--- config.mk ---
export PLATFORM = sky130hd
export DESIGN_NAME = adc_oversample_channel_scan_core
export DESIGN_NICKNAME = d
export VERILOG_FILES = /design/src/adcos_pkg.sv /design/src/adc_oversample_channel_scan_core.sv
export SDC_FILE = /design/constraint.sdc
export NUM_CORES = 1
export LEC_CHECK = 0
export BUFFER_PORTS_ARGS = -buffer_cell sky130_fd_sc_hd__buf_2
export CAP_MARGIN = 25
export CORE_MARGIN = 2
export CORE_UTILIZATION = 60
export DETAILED_ROUTE_END_ITERATION = 12
export GPL_TIMING_DRIVEN = 0
export MAX_ROUTING_LAYER = met4
export PLACE_DENSITY = 0.8
export SLEW_MARGIN = 30
export SYNTH_ARGS = -nofsm -noshare
export SYNTH_HDL_FRONTEND = slang
export SYNTH_SLANG_ARGS = --single-unit
--- constraint.sdc ---
create_clock -name clk -period 6.9 [get_ports clk]
set_clock_uncertainty 0.15 [all_clocks]
set_input_delay 0.345 -clock clk [delete_from_list [all_inputs] [get_ports clk]]
set_output_delay 0.345 -clock clk [all_outputs]
set_load 0.02 [all_outputs]
--- src/adcos_pkg.sv ---
// shared widths and codes for the adc oversampling channel scan block
`default_nettype none

package adcos_pkg;

    // datapath widths
    localparam int ACC_W      = 28;
    localparam int CNT_W      = 17;
    localparam int SLOT_W     = 4;
    localparam int CHAN_W     = 5;
    localparam int OUT_W      = 16;
    localparam int DEPTH_W    = 5;
    localparam int DEC_W      = 4;
    localparam int NSLOT_W    = 5;
    localparam int LIST_W     = 40;
    localparam int LIST_SLOTS = 8;

    // configuration port
    localparam int CFG_IDX_W  = 3;
    localparam int CFG_DATA_W = 40;

    // depth limits and output saturation
    localparam logic [DEPTH_W-1:0] DEPTH_MIN = 5'd1;
    localparam logic [DEPTH_W-1:0] DEPTH_MAX = 5'd16;
    localparam logic [CNT_W-1:0]   CNT_MAX   = 17'h10000;
    localparam logic [OUT_W-1:0]   OUT_LIMIT = 16'hFFFF;

    // configuration register indexes
    typedef enum logic [CFG_IDX_W-1:0] {
        REG_NUM_CHANNELS    = 3'd0,
        REG_FILTER_DEPTH    = 3'd1,
        REG_DECIMATION_BITS = 3'd2,
        REG_CHAN_LIST_LOW   = 3'd3,
        REG_CHAN_LIST_HIGH  = 3'd4
    } cfg_reg_t;

endpackage

`default_nettype wire

--- src/adc_oversample_channel_scan_core.sv ---
// top level of the adc oversampling accumulator with round-robin channel scan
`default_nettype none

// One converter sample is taken per clock while in_stall is low. A sample is
// first captured in an input register; then one add into the 28-bit
// accumulator, one count compare, one barrel shift and a saturation compare
// update the slot state and, when 2^filter_depth samples have been summed,
// load the result register.
// A result is produced every 2^filter_depth samples; samples that complete no
// slot keep flowing even while a finished result waits on out_stall. The input
// only stalls when a slot completes while the result register is still held.
// Configuration writes are always taken (cfg_ready is high) and must only be
// issued while no sample is in flight.
module adc_oversample_channel_scan_core #(
    parameter int MAX_SLOTS   = 16,
    parameter int SAMPLE_BITS = 12
) (
    input  wire logic                              clk,
    input  wire logic                              rst_n,
    // sample channel
    input  wire logic                              in_valid,
    output logic                                   in_stall,
    input  wire logic [SAMPLE_BITS-1:0]            sample,
    // result channel
    output logic                                   out_valid,
    input  wire logic                              out_stall,
    output logic [adcos_pkg::SLOT_W-1:0]           slot_index,
    output logic [adcos_pkg::OUT_W-1:0]            average_value,
    output logic                                   clipped,
    output logic [adcos_pkg::CHAN_W-1:0]           next_channel,
    output logic                                   scan_done,
    // configuration write channel
    input  wire logic                              cfg_valid,
    output logic                                   cfg_ready,
    input  wire logic [adcos_pkg::CFG_IDX_W-1:0]   cfg_index,
    input  wire logic [adcos_pkg::CFG_DATA_W-1:0]  cfg_data
);

    import adcos_pkg::*;

    localparam logic [NSLOT_W-1:0] SLOTS_MAX = NSLOT_W'(MAX_SLOTS);

    // configuration registers
    logic [NSLOT_W-1:0] num_channels_reg;
    logic [DEPTH_W-1:0] filter_depth_reg;
    logic [DEC_W-1:0]   decimation_bits_reg;
    logic [LIST_W-1:0]  chan_list_low_reg;
    logic [LIST_W-1:0]  chan_list_high_reg;

    // input stage
    logic                   s1_valid_reg;
    logic                   s1_valid_next;
    logic [SAMPLE_BITS-1:0] s1_sample_reg;
    logic                   s1_advance;

    // slot state
    logic [ACC_W-1:0]  acc_reg;
    logic [ACC_W-1:0]  acc_next;
    logic [CNT_W-1:0]  count_reg;
    logic [CNT_W-1:0]  count_next;
    logic [SLOT_W-1:0] slot_reg;
    logic [SLOT_W-1:0] slot_next;

    // result register
    logic              out_valid_reg;
    logic              out_valid_next;
    logic [SLOT_W-1:0] res_slot_reg;
    logic [OUT_W-1:0]  res_avg_reg;
    logic              res_clip_reg;
    logic [CHAN_W-1:0] res_chan_reg;
    logic              res_done_reg;

    // datapath signals
    logic [DEPTH_W-1:0] depth_eff;
    logic [NSLOT_W-1:0] slots_eff;
    logic [DEPTH_W-1:0] shift_amt;
    logic [ACC_W-1:0]   acc_sum;
    logic [CNT_W-1:0]   cnt_inc;
    logic [CNT_W-1:0]   cnt_limit;
    logic               slot_complete;
    logic [ACC_W-1:0]   sum_shifted;
    logic               sum_clip;
    logic [OUT_W-1:0]   sum_sat;
    logic [NSLOT_W-1:0] slot_inc;
    logic               slot_wrap;
    logic [SLOT_W-1:0]  slot_new;
    logic [CHAN_W-1:0]  chan_tab [2*LIST_SLOTS];
    logic               out_free;

    // configuration writes
    assign cfg_ready = 1'b1;

    always_ff @(posedge clk or negedge rst_n)
    begin
        if (!rst_n)
        begin
            num_channels_reg    <= NSLOT_W'(1);
            filter_depth_reg    <= DEPTH_W'(4);
            decimation_bits_reg <= '0;
            chan_list_low_reg   <= '0;
            chan_list_high_reg  <= '0;
        end
        else if (cfg_valid && cfg_ready)
        begin
            case (cfg_index)
                REG_NUM_CHANNELS:    num_channels_reg    <= cfg_data[NSLOT_W-1:0];
                REG_FILTER_DEPTH:    filter_depth_reg    <= cfg_data[DEPTH_W-1:0];
                REG_DECIMATION_BITS: decimation_bits_reg <= cfg_data[DEC_W-1:0];
                REG_CHAN_LIST_LOW:   chan_list_low_reg   <= cfg_data[LIST_W-1:0];
                REG_CHAN_LIST_HIGH:  chan_list_high_reg  <= cfg_data[LIST_W-1:0];
                default:             ;
            endcase
        end
    end

    // clamp depth and slot count into range
    always_comb
    begin
        if (filter_depth_reg < DEPTH_MIN)
            depth_eff = DEPTH_MIN;
        else if (filter_depth_reg > DEPTH_MAX)
            depth_eff = DEPTH_MAX;
        else
            depth_eff = filter_depth_reg;

        if (num_channels_reg == '0)
            slots_eff = NSLOT_W'(1);
        else if (num_channels_reg > SLOTS_MAX)
            slots_eff = SLOTS_MAX;
        else
            slots_eff = num_channels_reg;
    end

    // channel lookup table from the two list registers
    always_comb
    begin
        for (int i = 0; i < LIST_SLOTS; i++)
        begin
            chan_tab[i]              = chan_list_low_reg[i*CHAN_W +: CHAN_W];
            chan_tab[i + LIST_SLOTS] = chan_list_high_reg[i*CHAN_W +: CHAN_W];
        end
    end

    // accumulate, detect completion, shift and saturate
    always_comb
    begin
        acc_sum       = acc_reg + ACC_W'(s1_sample_reg);
        cnt_inc       = count_reg + CNT_W'(1);
        cnt_limit     = CNT_W'(1) << depth_eff;
        slot_complete = cnt_inc >= cnt_limit;

        if (depth_eff > DEPTH_W'(decimation_bits_reg))
            shift_amt = depth_eff - DEPTH_W'(decimation_bits_reg);
        else
            shift_amt = '0;

        sum_shifted = acc_sum >> shift_amt;
        sum_clip    = |sum_shifted[ACC_W-1:OUT_W];
        sum_sat     = sum_clip ? OUT_LIMIT : sum_shifted[OUT_W-1:0];

        slot_inc  = NSLOT_W'(slot_reg) + NSLOT_W'(1);
        slot_wrap = slot_inc >= slots_eff;
        slot_new  = slot_wrap ? '0 : slot_inc[SLOT_W-1:0];
    end

    // handshake: a completing sample needs room in the result register
    assign out_free   = !out_valid_reg || !out_stall;
    assign s1_advance = !slot_complete || out_free;
    assign in_stall   = s1_valid_reg && !s1_advance;

    always_comb
    begin
        s1_valid_next = s1_valid_reg;
        if (!s1_valid_reg || s1_advance)
            s1_valid_next = in_valid;

        acc_next   = acc_reg;
        count_next = count_reg;
        slot_next  = slot_reg;
        if (s1_valid_reg && s1_advance)
        begin
            if (slot_complete)
            begin
                acc_next   = '0;
                count_next = '0;
                slot_next  = slot_new;
            end
            else
            begin
                acc_next   = acc_sum;
                count_next = cnt_inc;
            end
        end

        out_valid_next = out_valid_reg && out_stall;
        if (s1_valid_reg && s1_advance && slot_complete)
            out_valid_next = 1'b1;
    end

    // control state
    always_ff @(posedge clk or negedge rst_n)
    begin
        if (!rst_n)
        begin
            s1_valid_reg  <= 1'b0;
            acc_reg       <= '0;
            count_reg     <= '0;
            slot_reg      <= '0;
            out_valid_reg <= 1'b0;
        end
        else
        begin
            s1_valid_reg  <= s1_valid_next;
            acc_reg       <= acc_next;
            count_reg     <= count_next;
            slot_reg      <= slot_next;
            out_valid_reg <= out_valid_next;
        end
    end

    // payload registers
    always_ff @(posedge clk)
    begin
        if (!s1_valid_reg || s1_advance)
            s1_sample_reg <= sample;

        if (s1_valid_reg && s1_advance && slot_complete)
        begin
            res_slot_reg <= slot_reg;
            res_avg_reg  <= sum_sat;
            res_clip_reg <= sum_clip;
            res_chan_reg <= chan_tab[slot_new];
            res_done_reg <= slot_wrap;
        end
    end

    // result outputs
    assign out_valid     = out_valid_reg;
    assign slot_index    = res_slot_reg;
    assign average_value = res_avg_reg;
    assign clipped       = res_clip_reg;
    assign next_channel  = res_chan_reg;
    assign scan_done     = res_done_reg;

    // sample count is cleared before it can pass the largest block size
    assert property (@(posedge clk) disable iff (!rst_n)
        count_reg < CNT_MAX)
        else $error("sample count passed largest block size");

    // slot position stays inside the slot table
    assert property (@(posedge clk) disable iff (!rst_n)
        NSLOT_W'(slot_reg) < SLOTS_MAX)
        else $error("slot position out of range");

    // a completed slot clears its accumulator and count
    assert property (@(posedge clk) disable iff (!rst_n)
        (s1_valid_reg && s1_advance && slot_complete)
        |=> (acc_reg == '0 && count_reg == '0))
        else $error("slot state not cleared after completion");

    // the input only stalls behind a held result
    assert property (@(posedge clk) disable iff (!rst_n)
        in_stall |-> (out_valid_reg && out_stall))
        else $error("input stalled without a held result");

    // a clipped result carries the saturation value
    assert property (@(posedge clk) disable iff (!rst_n)
        (out_valid_reg && res_clip_reg) |-> (res_avg_reg == OUT_LIMIT))
        else $error("clipped result not saturated");

endmodule

`default_nettype wire
After elaboration in Yosys (flattened, before gate mapping)
Cells that the tools add are included.
{"block": "word_totals", "input_bits": 60, "register_bits": 184, "out_inout_bits": 30}
{"block": "classes", "mux": 12, "n_shift": 2, "n_eq_ne": 4, "order_cmp": 7, "reduce_logical": 21, "add_sub_neg": 4, "bitwise": 1}
{"operator": "$mux W5", "count": 7}
{"operator": "$add A28 B12 Y28", "count": 1}
{"operator": "$mux W28", "count": 1}
{"operator": "$shr A28 B5 Y28", "count": 1}
{"operator": "$bmux W5 S4", "count": 1}
{"operator": "$add A17 B1 Y17 const B", "count": 1}
{"operator": "$ge A17 B17 Y1", "count": 1}
{"operator": "$mux W17", "count": 1}
{"operator": "$shl A1 B5 Y17 const A", "count": 1}
{"operator": "$reduce_and A2 Y1", "count": 6}
{"operator": "$reduce_or A12 Y1", "count": 1}
{"operator": "$gt A5 B5 Y1 const B", "count": 2}
{"operator": "$eq A3 B2 Y1 const B", "count": 2}
{"operator": "$add A4 B1 Y5 const B", "count": 1}
{"operator": "$ge A5 B5 Y1", "count": 1}
{"operator": "$ge A5 B5 Y1 const B", "count": 1}
{"operator": "$gt A5 B4 Y1", "count": 1}
{"operator": "$logic_not A1 Y1", "count": 5}
{"operator": "$logic_not A5 Y1", "count": 1}
{"operator": "$lt A5 B1 Y1 const B", "count": 1}
{"operator": "$not A4 Y5", "count": 1}
{"operator": "$sub A5 B4 Y5", "count": 1}
{"operator": "$logic_and A1 B1 Y1", "count": 4}
{"operator": "$mux W4", "count": 1}
{"operator": "5 further kinds", "count": 7}

Longest topological paths before layout
{"block": "depth", "word_depth": 10, "ltp_mapped": 18}

Worst setup path before layout
OpenSTA, ideal clock, no wires.
{"block": "synth_path", "kind": "reg2reg", "start": "register filter_depth_reg[2]", "end": "register slot_reg[0]", "path_stages_with_launch": 11, "synth_period_minus_slack_ns": 4.826, "path_slack_ns": 2.074, "n_path_buf": 1, "arrival_ns": 4.549, "t_required_ns": 6.624, "path_cell_list": "dfstp_2 clkbuf_1 nand2_1 or4b_2 ha_1 o21a_1 o21ai_0 a211oi_1 o21bai_1 a21oi_1 mux2_2"}
{"block": "synth_via", "elab_chain_cells": 9}
{"item": "start, declared", "line_no": "adc_oversample_channel_scan_core.sv:45", "source": "logic [DEPTH_W-1:0] filter_depth_reg;"}
{"item": "start signal, assigned", "line_no": "adc_oversample_channel_scan_core.sv:107", "source": "REG_FILTER_DEPTH: filter_depth_reg <= cfg_data[DEPTH_W-1:0];"}
{"item": "$gt A5 B5 Y1", "line_no": "adc_oversample_channel_scan_core.sv:121", "source": "else if (filter_depth_reg > DEPTH_MAX)"}
{"item": "$mux W5", "line_no": "adc_oversample_channel_scan_core.sv:121"}
{"item": "$mux W5 *", "line_no": "adc_oversample_channel_scan_core.sv:119", "source": "if (filter_depth_reg < DEPTH_MIN)"}
{"item": "$shl A1 B5 Y17 *", "line_no": "adc_oversample_channel_scan_core.sv:149", "source": "cnt_limit = CNT_W'(1) << depth_eff;"}
{"item": "$ge A17 B17 Y1 *", "line_no": "adc_oversample_channel_scan_core.sv:150", "source": "slot_complete = cnt_inc >= cnt_limit;"}
{"item": "$logic_not A1 Y1", "line_no": "adc_oversample_channel_scan_core.sv:168", "source": "assign s1_advance = !slot_complete || out_free;"}
{"item": "$logic_or A1 B1 Y1", "line_no": "adc_oversample_channel_scan_core.sv:168"}
{"item": "$logic_and A1 B1 Y1", "line_no": "adc_oversample_channel_scan_core.sv:180", "source": "if (s1_valid_reg && s1_advance)"}
{"item": "$reduce_and A2 Y1 (no source line) *"}
{"item": "end signal, assigned", "line_no": "adc_oversample_channel_scan_core.sv:216", "source": "slot_reg <= slot_next;"}
{"item": "end, declared", "line_no": "adc_oversample_channel_scan_core.sv:61", "source": "logic [SLOT_W-1:0] slot_reg;"}
Every way passes the cells marked *; elsewhere a longest branch is shown, timed or not.
A chain may end at the register's enable or synchronous reset.

Worst setup path in the final report
{"block": "layout_path", "start": "register count_reg[0]", "end": "output port in_stall"}
{"block": "layout_via", "elab_chain_cells": 6}
{"item": "start, declared", "line_no": "adc_oversample_channel_scan_core.sv:59", "source": "logic [CNT_W-1:0] count_reg;"}
{"item": "start signal, assigned", "line_no": "adc_oversample_channel_scan_core.sv:215", "source": "count_reg <= count_next;"}
{"item": "$add A17 B1 Y17", "line_no": "adc_oversample_channel_scan_core.sv:148", "source": "cnt_inc = count_reg + CNT_W'(1);"}
{"item": "$ge A17 B17 Y1", "line_no": "adc_oversample_channel_scan_core.sv:150"}
{"item": "$logic_not A1 Y1", "line_no": "adc_oversample_channel_scan_core.sv:168"}
{"item": "$logic_or A1 B1 Y1", "line_no": "adc_oversample_channel_scan_core.sv:168"}
{"item": "$logic_not A1 Y1", "line_no": "adc_oversample_channel_scan_core.sv:169", "source": "assign in_stall = s1_valid_reg && !s1_advance;"}
{"item": "$logic_and A1 B1 Y1", "line_no": "adc_oversample_channel_scan_core.sv:169"}
{"item": "end, declared", "line_no": "adc_oversample_channel_scan_core.sv:22", "source": "output logic in_stall,"}
Every way passes these cells.

==> impl_metrics.py <==
metrics = {
    "run": {
        "max-cap-violations": 0,
    },
    "synthesis": {
        "synth_ff_type": "dfrtp_1",
        "yosysSeqAreaShare_pct": 41.6,
        "syn_nets": 1230,
        "yosys_warnings": 0,
        "synthXorXnorAreaFrac_pct": 3.11,
        "synth_common_cells": "dfrtp_1, mux2_2, nand2_1",
        "ys_async_sr_fraction_pct": 78.8,
        "ys_top_cells_by_area": "dfrtp_1, mux2_2, edfxtp_1",
        "synth-adder-area-share_pct": 4.69,
        "netlist_area_sq_um": 11500,
        "synth_compound_area_share_pct": 21.3,
        "synth_top_area_share_pct": 31.0,
        "synth_area_per_cell_sq_um": 10.2,
        "synth_cell_types": 91,
        "synth_top_area_cell": "dfrtp_1",
        "synth.mux.area_fraction_pct": 13.3,
        "syn_inst": 1128,
        "synth-simple-area-share_pct": 12.6,
        "synth_edf_count": 39,
        "synth_top_family_by_area": "compound AO/OA/AOI/OAI gates",
        "yosysMostFrequentCell": "dfrtp_1",
        "synth-seq-cells": 184,
    },
    "floorplanning": {
        "dieArea_sq_um": 20400,
        "row_count": 50,
        "io_pins": 90,
        "start_util_pct": 61.5,
        "die_h_microns": 143,
        "fp.dieW_microns": 143,
        "core_area_sq_um": 18800,
    },
    "route": {
        "drc": 0,
        "met3_length_microns": 2290,
        "drt_iter0_drc": 1011,
        "drtPass1Iterations": 6,
        "post_drt_wl_per_cell_microns": 20.3,
        "wl_met1_microns": 13800,
        "vias_per_cell": 6.56,
        "highest_layer": "met4",
        "vias": 9957,
        "wl_met2_microns": 14200,
        "wl_microns": 30800,
        "ant_nets": 0,
    },
    "sta": {
        "whs_ns": 0.000203,
        "worst_pin_slew_ns": 0.946,
        "relSlewSlack_pct": 36.3,
        "setup-violations-final": 0,
        "min_period_over_period_pct": 77.3,
        "fin_crit_ns": 5.33,
        "grt_setup_unrepaired": "false",
        "tns_ns": 0,
        "finalHoldViolCount": 0,
        "maxSlewViolCount": 0,
        "fmax_mhz": 188,
    },
    "cells_and_area": {
        "layout.nets": 1373,
        "multiInputGateArea_sq_um": 6370,
        "fillers": 1401,
        "regArea_sq_um": 4800,
        "finish.instance_area_sq_um": 13300,
        "area_growth_pct": 15.7,
        "final-instance-count-excl-fill": 1518,
        "insertedDiodeCount": 0,
        "drive_gt1_share_pct": 21.7,
    },
    "worst_hold_path": {
        "hold_path.class": "in2reg",
        "min_from": "cfg_data[6]",
        "worstHoldPathCells": 2,
        "hold_end": "chan_list_low_reg[6]",
    },
    "clock_network": {
        "path_clk_slew_ns": 0.08,
        "cts_tree": "yes",
        "clk_latency_ns": 0.44,
        "cts_made_buffers": 17,
        "cts_max_level": 4,
        "hold_buffers": 33,
        "cts.root.buffer_cell": "clkbuf_16",
        "clockBufferDepth": 2,
        "cts.sinks": 184,
        "post-cts-setup-buffers": 0,
        "post_cts_resized": 0,
    },
    "critical_path": {
        "regToRegEndpoint": "average_value[13]",
        "worstSetupEndpointType": "output pin",
        "r2r-start": "filter_depth_reg[4]",
        "worstSetupPathType": "reg2out",
        "arrival_ns": 4.84,
        "crit_path_max_incr_delay_ns": 0.69,
        "crit_path_cell_trace": "ha_1 > clkbuf_1 > nand4_1 > nor2_1 > nand2_1 > xnor2_1 > ha_1 > nand4_1 > nor2_1 > nor2_1 > a21boi_0 > o21ai_0 > nand2_1 > o21bai_1 > nand2_1 > clkbuf_1 > and3_1 > buf_2",
        "cp.required_ns": 6.40,
        "critPathMaxFanout": 10,
        "reg2reg_slack_ns": 1.81,
        "crit_family": "simple AND/OR/NAND/NOR gates",
        "crit_buf_inv": 3,
        "r2r_cells": 16,
        "worstSetupStartpointType": "flip-flop",
        "cpMaxStageDelayCell": "o21bai_1",
    },
    "power": {
        "power_density_nw_per_um2": 468,
        "leakage_uw": 0.00554,
        "ir_drop_v": 0.000222,
    },
    "place": {
        "place_hpwl_microns": 22400,
        "place_area_sq_um": 12400,
        "dp_cells": 1453,
        "place.port_buffers": 88,
        "gp_congestion": 0.986,
    },
    "grt": {
        "grt_pass1_vias": 9581,
        "grt_usage_pct": 31.9,
        "grt_pass1_wl_microns": 49800,
        "antenna_found_initial": 0,
        "overflow": 0,
        "grt_max_degree": 55,
    },
    "run_status": {
        "outcome": "completed",
    },
}
-- worst max path at each step --
stage | start | endpoint | slack [ns] | depth (start not counted)
floorplan | filter_depth_reg[2] | slot_reg[0] | 2.07 | 10
global route | count_reg[0] | in_stall | 1.23 | 18
CTS | count_reg[0] | in_stall | 1.70 | 18
global placement | count_reg[2] | slot_reg[1] | 1.02 | 13
finish | count_reg[0] | in_stall | 1.57 | 18
detailed placement | filter_depth_reg[4] | average_value[13] | 1.94 | 16
-- kinds of logic (layout without fill, tap and decap cells) --
family / after synthesis / count (layout)
AOI/OAI and AO/OA: 343 / 343
xor gates and xnor gates: 35 / 35
adders and majority gates: 42 / 42
buffers and inverters: 95 / 251
DFF: 184 / 184
muxes: 140 / 140
other: 2 / 2
and+or+nand+nor: 287 / 287
-- worst register-to-register path, cell delays in order, from the launching register on --
cell,delay (ns)
dfrtp_1,0.41
clkbuf_1,0.39
inv_1,0.25
o21ai_0,0.17
ha_1,0.22
inv_1,0.06
fa_1,0.47
clkbuf_1,0.27
o22ai_1,0.14
a21oi_1,0.28
clkbuf_1,0.43
nor2_1,0.13
nor4_1,0.59
o211ai_1,0.24
o21ai_2,0.32
buf_6,0.19
a31oi_1,0.08
-- final cells by class --
class                      count  area share, %
multi-input combinational    849           47.7
sequential                   184           36.0
timing repair buffer         124           6.47
clock buffer                  17           3.19
tap                          234           2.19
buffer                        68           2.10
clock inverter                15           1.57
inverter                      27          0.760
-- routing by layer --
layer  track usage, %  vias up
li1                 -     4587
met1             44.7     4860
met2             48.2      449
met3             6.27       61
met4             7.87        0
met5                -        -
-- stage by stage --
step                util [%]  worst slack, ns  power [uW]
detailed placement      65.9             1.94        5080
CTS                     71.1             1.70        6150
floorplan                  -             2.07        4160
finish                  71.1             1.57        6240
global route            71.1             1.23        6630
global placement        65.4             1.02        4990
-- cell usage in the layout, fill, tap and decap left out, types with 39 or more instances in the layout --
| cell type | instances |
|---|---|
| mux2_2 | 107 |
| buf_2 | 92 |
| nor2_1 | 67 |
| clkbuf_1 | 50 |
| edfxtp_1 | 39 |
| a21oi_1 | 69 |
| dfrtp_1 | 143 |
| nand3_1 | 43 |
| o21ai_0 | 68 |
| ha_1 | 40 |
| nand2_1 | 76 |
-- power by group --
part / switching [uW] / internal, uW
logic: 2270 / 1320
clock network: 530 / 507
registers: 172 / 1440
total: 2970 / 3270
No activity file was read; power rests on OpenSTA's default activity.
